**src/sv/lhbe_pkg.sv**
```systemverilog
// Package for the LRU heap budget evictor: request and status codes, widths.
// No dependencies.
package lhbe_pkg;
    localparam int DEF_ENTRIES = 16;
    localparam int CNT_W = 36;
    localparam int SIZE_W = 32;
    localparam logic [CNT_W-1:0] LIMIT_RST = 36'd268435456;
    localparam logic [2:0] REQ_ALLOC = 3'd0;
    localparam logic [2:0] REQ_RELEASE = 3'd1;
    localparam logic [2:0] REQ_TOUCH = 3'd2;
    localparam logic [2:0] REQ_LOCK = 3'd3;
    localparam logic [2:0] REQ_LOAD = 3'd4;
    localparam logic [1:0] ST_OK = 2'd0;
    localparam logic [1:0] ST_LOCKED = 2'd1;
    localparam logic [1:0] ST_FULL = 2'd2;
    localparam logic [1:0] ST_BAD = 2'd3;
endpackage

```
**src/sv/lhbe_ram.sv**
```systemverilog
// Generic single-port-write, one-read synchronous RAM with registered read.
// No dependencies.
module lhbe_ram #(
    parameter int WIDTH = 8,
    parameter int DEPTH = 16
) (
    input  logic                     clk,
    input  logic                     we,
    input  logic [$clog2(DEPTH)-1:0] waddr,
    input  logic [WIDTH-1:0]         wdata,
    input  logic [$clog2(DEPTH)-1:0] raddr,
    output logic [WIDTH-1:0]         rdata
);
    logic [WIDTH-1:0] mem [DEPTH];
    always_ff @(posedge clk)
    begin
        if (we)
        begin
            mem[waddr] <= wdata;
        end
        rdata <= mem[raddr];
    end
endmodule

```
**src/sv/lru_heap_budget_evictor.sv**
```systemverilog
// Top level of the LRU heap budget evictor: request sequencer, flag and rank
// registers, and the entry size memory (lhbe_ram). Uses lhbe_pkg.
//
//  channel  | dir | fields
//  s_axis   | in  | tdata: req_type, handle, block_size, lock_value
//  m_axis   | out | tdata: status, result_handle, evicted, heap_used, total_used,
//           |     |        live_count; tlast: last
//  cfg      | in  | heap_limit write
//
// Alloc searches for the lowest free entry and then sweeps the ranks, one entry
// per cycle each. Release and touch read the entry size, then sweep the ranks;
// lock, unknown types and invalid handles stop after the size read. A load walks
// ranks oldest first, once for unlocked then once for locked entries, searching
// one entry per cycle; each eviction reads the victim's size and holds the walk
// until its result item is taken.
// Reset clears the valid, disk and lock flags and the counters at once.
// A waiting result holds the sequencer; new items wait until the request ends.
module lru_heap_budget_evictor
    import lhbe_pkg::*;
#(
    parameter int NUM_ENTRIES = DEF_ENTRIES
) (
    input  logic        clk,
    input  logic        rst_n,
    input  logic        s_axis_tvalid,
    output logic        s_axis_tready,
    // req_type[2:0], handle[6:3], block_size[38:7], lock_value[39]
    input  logic [39:0] s_axis_tdata,
    output logic        m_axis_tvalid,
    input  logic        m_axis_tready,
    // status[1:0], result_handle[5:2], evicted[6], heap_used[42:7],
    // total_used[78:43], live_count[83:79], zero fill
    output logic [87:0] m_axis_tdata,
    output logic        m_axis_tlast,
    input  logic        cfg_we,
    input  logic [35:0] cfg_wdata
);
    localparam int IW = $clog2(NUM_ENTRIES);
    localparam int LW = $clog2(NUM_ENTRIES + 1);
    localparam logic [IW-1:0] LAST_IDX = IW'(NUM_ENTRIES - 1);

    localparam logic [3:0] S_IDLE = 4'd0;
    localparam logic [3:0] S_FIND = 4'd1;   // alloc: search free slot
    localparam logic [3:0] S_SWEEP = 4'd2;  // rank update sweep
    localparam logic [3:0] S_RDSZ = 4'd3;   // wait size read of handle
    localparam logic [3:0] S_WALK = 4'd4;   // load: search entry at rank
    localparam logic [3:0] S_WRD = 4'd5;    // load: wait candidate size
    localparam logic [3:0] S_OUT = 4'd6;    // result pending
    localparam logic [3:0] S_FIN = 4'd7;    // final result pending

    localparam logic [1:0] SW_ALLOC = 2'd0;
    localparam logic [1:0] SW_REL = 2'd1;
    localparam logic [1:0] SW_TOUCH = 2'd2;

    logic [3:0] state_reg;
    logic [NUM_ENTRIES-1:0] valid_reg, disk_reg, lock_reg;
    logic [IW-1:0] rank_reg [NUM_ENTRIES];
    logic [CNT_W-1:0] heap_reg, total_reg, limit_reg;
    logic [LW-1:0] live_reg;
    logic [2:0] req_reg;
    logic [IW-1:0] h_reg, idx_reg, my_rank_reg;
    logic hbad_reg;   // handle lies beyond the table
    logic [SIZE_W-1:0] size_reg;
    logic lockv_reg, phase_reg;
    logic [1:0] sw_reg;
    logic [LW-1:0] r_reg;   // current walk rank plus one
    logic [1:0] st_reg;
    logic [IW-1:0] oh_reg;
    logic ev_reg;

    logic ram_we;
    logic [IW-1:0] ram_waddr, ram_raddr;
    logic [SIZE_W-1:0] ram_rdata;

    lhbe_ram #(.WIDTH(SIZE_W), .DEPTH(NUM_ENTRIES)) u_size (
        .clk(clk), .we(ram_we), .waddr(ram_waddr), .wdata(size_reg),
        .raddr(ram_raddr), .rdata(ram_rdata)
    );

    logic in_hs, out_hs, h_ok, over;
    logic [IW-1:0] in_h;
    logic [CNT_W-1:0] need;
    logic [CNT_W:0] sum_w;
    assign s_axis_tready = (state_reg == S_IDLE);
    assign in_hs = s_axis_tvalid && s_axis_tready;
    assign in_h = IW'(s_axis_tdata[6:3]);
    assign m_axis_tvalid = (state_reg == S_OUT) || (state_reg == S_FIN);
    assign m_axis_tlast = (state_reg == S_FIN);
    assign out_hs = m_axis_tvalid && m_axis_tready;
    assign m_axis_tdata = {4'd0, 5'(live_reg), total_reg, heap_reg, ev_reg,
                           4'(oh_reg), st_reg};
    assign h_ok = !hbad_reg && valid_reg[h_reg];
    assign need = heap_reg + CNT_W'(size_reg);
    // The budget test keeps the carry of heap plus request size.
    assign sum_w = {1'b0, heap_reg} + (CNT_W+1)'(size_reg);
    assign over = sum_w > {1'b0, limit_reg};

    logic cand;
    assign cand = valid_reg[idx_reg] && (idx_reg != h_reg)
               && (LW'(rank_reg[idx_reg]) == r_reg - 1'b1)
               && (lock_reg[idx_reg] == phase_reg);

    assign ram_we = (state_reg == S_FIND) && !valid_reg[idx_reg];
    assign ram_waddr = idx_reg;
    // The size of the addressed entry is read at the accepting edge.
    assign ram_raddr = (state_reg == S_IDLE) ? in_h : idx_reg;

    always_ff @(posedge clk or negedge rst_n)
    begin
        if (!rst_n)
        begin
            state_reg <= S_IDLE;
            valid_reg <= '0;
            disk_reg <= '0;
            lock_reg <= '0;
            heap_reg <= '0;
            total_reg <= '0;
            live_reg <= '0;
            limit_reg <= LIMIT_RST;
        end
        else
        begin
            if (cfg_we)
            begin
                limit_reg <= cfg_wdata;
            end
            case (state_reg)
                S_IDLE:
                begin
                    if (in_hs)
                    begin
                        req_reg <= s_axis_tdata[2:0];
                        h_reg <= in_h;
                        hbad_reg <= ({28'd0, s_axis_tdata[6:3]} >= 32'(NUM_ENTRIES));
                        size_reg <= s_axis_tdata[38:7];
                        lockv_reg <= s_axis_tdata[39];
                        idx_reg <= '0;
                        st_reg <= ST_OK;
                        oh_reg <= '0;
                        ev_reg <= 1'b0;
                        state_reg <= (s_axis_tdata[2:0] == REQ_ALLOC) ? S_FIND : S_RDSZ;
                    end
                end
                S_FIND:
                begin
                    if (!valid_reg[idx_reg])
                    begin
                        h_reg <= idx_reg;
                        oh_reg <= idx_reg;
                        sw_reg <= SW_ALLOC;
                        idx_reg <= '0;
                        state_reg <= S_SWEEP;
                    end
                    else if (idx_reg == LAST_IDX)
                    begin
                        st_reg <= ST_FULL;
                        state_reg <= S_FIN;
                    end
                    else
                    begin
                        idx_reg <= idx_reg + 1'b1;
                    end
                end
                S_RDSZ:
                begin
                    // size of the addressed entry is now on ram_rdata
                    my_rank_reg <= rank_reg[h_reg];
                    idx_reg <= '0;
                    if (req_reg > REQ_LOAD)
                    begin
                        state_reg <= S_FIN;
                    end
                    else if (!h_ok)
                    begin
                        st_reg <= ST_BAD;
                        state_reg <= S_FIN;
                    end
                    else if (req_reg == REQ_RELEASE)
                    begin
                        total_reg <= total_reg - CNT_W'(ram_rdata);
                        if (!disk_reg[h_reg])
                        begin
                            heap_reg <= heap_reg - CNT_W'(ram_rdata);
                        end
                        valid_reg[h_reg] <= 1'b0;
                        disk_reg[h_reg] <= 1'b0;
                        lock_reg[h_reg] <= 1'b0;
                        live_reg <= live_reg - 1'b1;
                        sw_reg <= SW_REL;
                        state_reg <= S_SWEEP;
                    end
                    else if (req_reg == REQ_TOUCH)
                    begin
                        sw_reg <= SW_TOUCH;
                        state_reg <= S_SWEEP;
                    end
                    else if (req_reg == REQ_LOCK)
                    begin
                        lock_reg[h_reg] <= lockv_reg;
                        state_reg <= S_FIN;
                    end
                    else if (!disk_reg[h_reg])
                    begin
                        state_reg <= S_FIN;
                    end
                    else
                    begin
                        phase_reg <= 1'b0;
                        r_reg <= live_reg;
                        state_reg <= S_WALK;
                    end
                end
                S_SWEEP:
                begin
                    case (sw_reg)
                        SW_ALLOC:
                        begin
                            if (valid_reg[idx_reg])
                            begin
                                rank_reg[idx_reg] <= rank_reg[idx_reg] + 1'b1;
                            end
                        end
                        SW_REL:
                        begin
                            if (valid_reg[idx_reg] && rank_reg[idx_reg] > my_rank_reg)
                            begin
                                rank_reg[idx_reg] <= rank_reg[idx_reg] - 1'b1;
                            end
                        end
                        default:
                        begin
                            if (valid_reg[idx_reg] && idx_reg != h_reg
                                && rank_reg[idx_reg] < my_rank_reg)
                            begin
                                rank_reg[idx_reg] <= rank_reg[idx_reg] + 1'b1;
                            end
                        end
                    endcase
                    if (idx_reg == LAST_IDX)
                    begin
                        if (sw_reg != SW_REL)
                        begin
                            rank_reg[h_reg] <= '0;
                        end
                        if (sw_reg == SW_ALLOC)
                        begin
                            valid_reg[h_reg] <= 1'b1;
                            disk_reg[h_reg] <= 1'b0;
                            lock_reg[h_reg] <= 1'b0;
                            live_reg <= live_reg + 1'b1;
                            total_reg <= total_reg + CNT_W'(size_reg);
                            heap_reg <= heap_reg + CNT_W'(size_reg);
                        end
                        state_reg <= S_FIN;
                    end
                    else
                    begin
                        idx_reg <= idx_reg + 1'b1;
                    end
                end
                S_WALK:
                begin
                    if (r_reg == '0)
                    begin
                        if (phase_reg)
                        begin
                            // walk ran out: charge the heap even when over
                            heap_reg <= need;
                            disk_reg[h_reg] <= 1'b0;
                            state_reg <= S_FIN;
                        end
                        else
                        begin
                            phase_reg <= 1'b1;
                            r_reg <= live_reg;
                            idx_reg <= '0;
                        end
                    end
                    else if (cand)
                    begin
                        if (!over)
                        begin
                            heap_reg <= need;
                            disk_reg[h_reg] <= 1'b0;
                            state_reg <= S_FIN;
                        end
                        else if (phase_reg)
                        begin
                            st_reg <= ST_LOCKED;
                            state_reg <= S_FIN;
                        end
                        else if (!disk_reg[idx_reg])
                        begin
                            state_reg <= S_WRD;
                        end
                        else
                        begin
                            r_reg <= r_reg - 1'b1;
                            idx_reg <= '0;
                        end
                    end
                    else if (idx_reg == LAST_IDX)
                    begin
                        r_reg <= r_reg - 1'b1;
                        idx_reg <= '0;
                    end
                    else
                    begin
                        idx_reg <= idx_reg + 1'b1;
                    end
                end
                S_WRD:
                begin
                    disk_reg[idx_reg] <= 1'b1;
                    heap_reg <= heap_reg - CNT_W'(ram_rdata);
                    oh_reg <= idx_reg;
                    ev_reg <= 1'b1;
                    state_reg <= S_OUT;
                end
                S_OUT:
                begin
                    if (out_hs)
                    begin
                        ev_reg <= 1'b0;
                        oh_reg <= '0;
                        r_reg <= r_reg - 1'b1;
                        idx_reg <= '0;
                        state_reg <= S_WALK;
                    end
                end
                S_FIN:
                begin
                    if (out_hs)
                    begin
                        state_reg <= S_IDLE;
                    end
                end
                default: state_reg <= S_IDLE;
            endcase
        end
    end

`ifndef SYNTHESIS
    a_live_bound: assert property (@(posedge clk) disable iff (!rst_n)
        {1'b0, live_reg} <= (LW+1)'(NUM_ENTRIES))
        else $error("live count beyond table size");
    a_live_match: assert property (@(posedge clk) disable iff (!rst_n)
        (state_reg == S_IDLE) |-> (32'($countones(valid_reg)) == 32'(live_reg)))
        else $error("live count disagrees with valid flags");
    a_ev_not_last: assert property (@(posedge clk) disable iff (!rst_n)
        m_axis_tvalid && m_axis_tlast |-> !ev_reg)
        else $error("eviction reported on final item");
`endif
endmodule
```
**config.mk**
```make
export PLATFORM = sky130hd
export DESIGN_NAME = lru_heap_budget_evictor
export DESIGN_NICKNAME = d
export VERILOG_FILES = /design/src/sv/lhbe_pkg.sv /design/src/sv/lhbe_ram.sv /design/src/sv/lru_heap_budget_evictor.sv
export SDC_FILE = /design/constraint.sdc
export NUM_CORES = 2
export LEC_CHECK = 0
export BUFFER_PORTS_ARGS = -buffer_cell sky130_fd_sc_hd__buf_2
export CORE_MARGIN = 8
export CORE_UTILIZATION = 60
export CTS_CLUSTER_SIZE = 10
export DETAILED_ROUTE_END_ITERATION = 16
export GPL_TIMING_DRIVEN = 0
export HOLD_SLACK_MARGIN = 0.08
export PLACE_DENSITY = 0.78
export SLEW_MARGIN = 5
export SYNTH_ARGS = -nofsm -noshare
export SYNTH_HDL_FRONTEND = slang
export SYNTH_SLANG_ARGS = --single-unit
```
**constraint.sdc**
```tcl
create_clock -name clk -period 6.27 [get_ports clk]
set_clock_uncertainty 0.1 [all_clocks]
set_input_delay 1.254 -clock clk [delete_from_list [all_inputs] [get_ports clk]]
set_output_delay 1.254 -clock clk [all_outputs]
set_load 0.02 [all_outputs]
```
==> results.json <==
{
  "drtIter0Drc": 3810,
  "hold_viol_final": 0,
  "postSynthAreaPerCell_um2": 13.00,
  "path_class": "register to register",
  "ys.flop_type": "edfxtp_1",
  "final_common_cell": "edfxtp_1",
  "maxCapViolCount": 0,
  "cts_tree": "done",
  "crit_arrival_ps": 6530,
  "reg2reg_from": "size_reg[17]",
  "grt_max_degree": 108,
  "ctsLongestPathBuffers": 3,
  "die_area_um2": 77120,
  "finalSetupTns_ps": 0,
  "synth_xor_xnor_area_share": 0.03048,
  "synth.distinct_cells": 81,
  "hp-start": "total_reg[35]",
  "synth-simple-area-share": 0.08866,
  "cp_slowest_cell": "or3b_4",
  "ys_async_sr_fraction": 0.1964,
  "startpoint": "size_reg[17]",
  "final.period_utilization": 0.9748,
  "grt_pass1_vias": 29740,
  "ys_seq_area_frac": 0.5694,
  "slew_headroom": 0.2249,
  "placed_cells": 4232,
  "synthesis.area_um2": 41100,
  "clockPowerShare": 0.240,
  "power.share.switching": 0.3956,
  "p_leak_nw": 18.21,
  "post-route-min-period_ps": 6112,
  "intPower_mw": 13.40,
  "area_delta_synth_final_pct": 15.29,
  "insertion_delay_ps": 690,
  "power_density_nw_per_um2": 467.9,
  "wl_per_cell_um": 29.32,
  "status": "finished, final reports clean",
  "cp_common_cell": "a21o_1",
  "crit_path_start_kind": "register",
  "p_switching_mw": 8.769,
  "pin_count": 172,
  "antenna_found_initial": 3,
  "grt_overflow": 0,
  "yosysWarnings": 0,
  "cpPeakStageDelay_ps": 390,
  "netlist_instances": 3161,
  "synth_top_family_by_area": "multiplexers",
  "final_net_count": 3744,
  "dp_hpwl_um": 85830,
  "root_buffer": "clkbuf_16",
  "min_path_type": "register to register",
  "diodes": 0,
  "largest_register_ffs": 512,
  "setup_viol": 0,
  "h-tree-depth": 3,
  "place_congestion": 0.9770,
  "numCtsBuffers": 96,
  "comb_power_share": 0.440,
  "totalWireLength_um": 130800,
  "ys_ff_latch": 840,
  "seqPwrFrac": 0.319,
  "cts_sinks": 840,
  "grt_pass1_wl_um": 190900,
  "io_buffers": 166,
  "muxShareOfSynthArea": 0.1391,
  "core-area_um2": 68230,
  "cts_hold_buf": 0,
  "via_count": 30070,
  "synth_compound_area_frac": 0.09755,
  "start_util": 0.6024,
  "vdd_drop_max_v": 0.0002755,
  "cp-end-kind": "register",
  "first_pass_iters": 8,
  "final_antenna_net_count": 0,
  "dieHeight_um": 277.7,
  "final-max-slew-violation-count": 0,
  "grtUsageTotal": 0.3303,
  "final_cells": 4461,
  "dieWidth_um": 277.7,
  "worst_pin_slew_ps": 1163,
  "timing.fmax_ghz": 0.1636,
  "rsz0062_at_grt": "true",
  "via_per_inst": 6.740,
  "drc": 0,
  "cp_max_fo": 10,
  "drive_above_1_share": 0.1903,
  "rows": 96,
  "clkTransAtPathRegs_ps": 60,
  "layout_common_cells": "edfxtp_1 (575), nand2_1 (306), o21ai_0 (225), buf_2 (190), mux4_2 (190)",
  "required_ps": 6680,
  "synth-adder-area-share": 0.04884,
  "synth_edf_count": 575,
  "path_cells": "buf_4 -> ha_4 -> a21o_1 -> a221o_1 -> o311a_1 -> o41a_1 -> a21o_1 -> nand2_1 -> o21ai_1 -> a21oi_1 -> nor2_1 -> xor2_1 -> ha_1 -> a21o_1 -> a21oi_2 -> or3b_4 -> a211o_1 -> a211oi_2 -> o32a_4 -> a31oi_4 -> a2111oi_4 -> buf_6 -> buf_12 -> mux2_1"
}
-- critical path, delay by kind of cell, from the launching register on --
family,cells,cell delay [ps]
compound gates,14,3220
buf+inv,3,610
simple gates,3,570
fa+ha+maj,2,560
flops,1,380
mux,1,330
xor+xnor,1,150
-- per-layer routing --
layer / part of all wire / GRT usage
met1: 0.36 / 0.4076
met2: 0.47 / 0.5323
met3: 0.093 / 0.06218
met4: 0.078 / 0.2171
met5: 0 / 0
-- stage by stage --
stage | instance area (um2) | util | setup WS (ps) | total power, mW | hold WS (ps)
CTS | 47070 | 0.6899 | 12.90 | 21.81 | 381.9
finish | 47380 | 0.6945 | 158.1 | 22.17 | 394.4
floorplan | 41110 | - | 477.7 | 13.63 | 375.1
global route | 47380 | 0.6945 | -20.10 | 23.21 | 388.7
global placement | 43050 | 0.6309 | -935.4 | 16.01 | 351.6
detailed placement | 43600 | 0.6390 | -1066 | 16.34 | 371.0
-- logic make-up after synthesis --
logic type               Yosys count
buffers and inverters            258
AND/OR/NAND/NOR                  790
adder cells (fa/ha/maj)          158
XOR/XNOR                         143
other                              1
flip-flops                       840
AO/OA/AOI/OAI                    645
multiplexers                     326
-- worst paths after layout --
check                           depth (start not counted)  slack, ps       endpoint
worst max register to register                         24        160   heap_reg[31]
worst min register to register                          1        390  total_reg[35]
min in group asynchronous                               1        510  limit_reg[16]
max in group asynchronous                               2       4630   heap_reg[10]
worst min-delay path                                    1        390  total_reg[35]
worst max-delay path                                   24        160   heap_reg[31]
-- timing repair --
action,in CTS,in global routing
hold endpoints to repair,0,0
resized for setup,26,23
pin swaps,5,14
buffers inserted,42,15
setup endpoints to repair,78,73
cloned,0,2
-- layout make-up --
class,count,area (um2)
repair buffers,244,1902
plain buffers,159,721.9
clock buffers,163,2714
fillers,4552,20850
well taps,882,1104
flip-flops and latches,840,23400
inverters,97,364.1
multi-input cells,2067,16960
clock inverters,9,211.5
-- cell usage after synthesis (29+ instances only) --
cell type	count	area (um2)
edfxtp_1	575	17270
and2_1	50	312.8
a31oi_1	64	400.4
dfrtp_1	164	4104
xor2_1	56	490.5
a21oi_1	114	570.6
ha_1	154	1927
a21o_1	49	367.9
nor2_1	197	739.5
inv_1	96	360.4
mux4_2	190	4279
mux2_1	29	326.6
nand2b_1	31	193.9
xnor2_1	87	762.0
nand2_1	307	1152
o21ai_0	229	1146
dfxtp_1	100	2002
mux2_2	33	371.6
mux2i_1	74	740.7
nand3_1	54	270.3
a211oi_1	51	382.9
nor3_1	38	190.2
clkbuf_1	105	394.1
-- power groups by stage --
stage	registers (mW)	logic, mW	clock network [mW]
6_report	7.08	9.76	5.33
3_3_place_gp	7.19	8.82	0
5_1_grt	7.12	10.5	5.54
2_1_floorplan	7.24	6.38	0
4_1_cts	7.07	9.42	5.33
3_5_place_dp	7.22	9.12	0
Note: power is estimated with default switching activity, not from simulation.
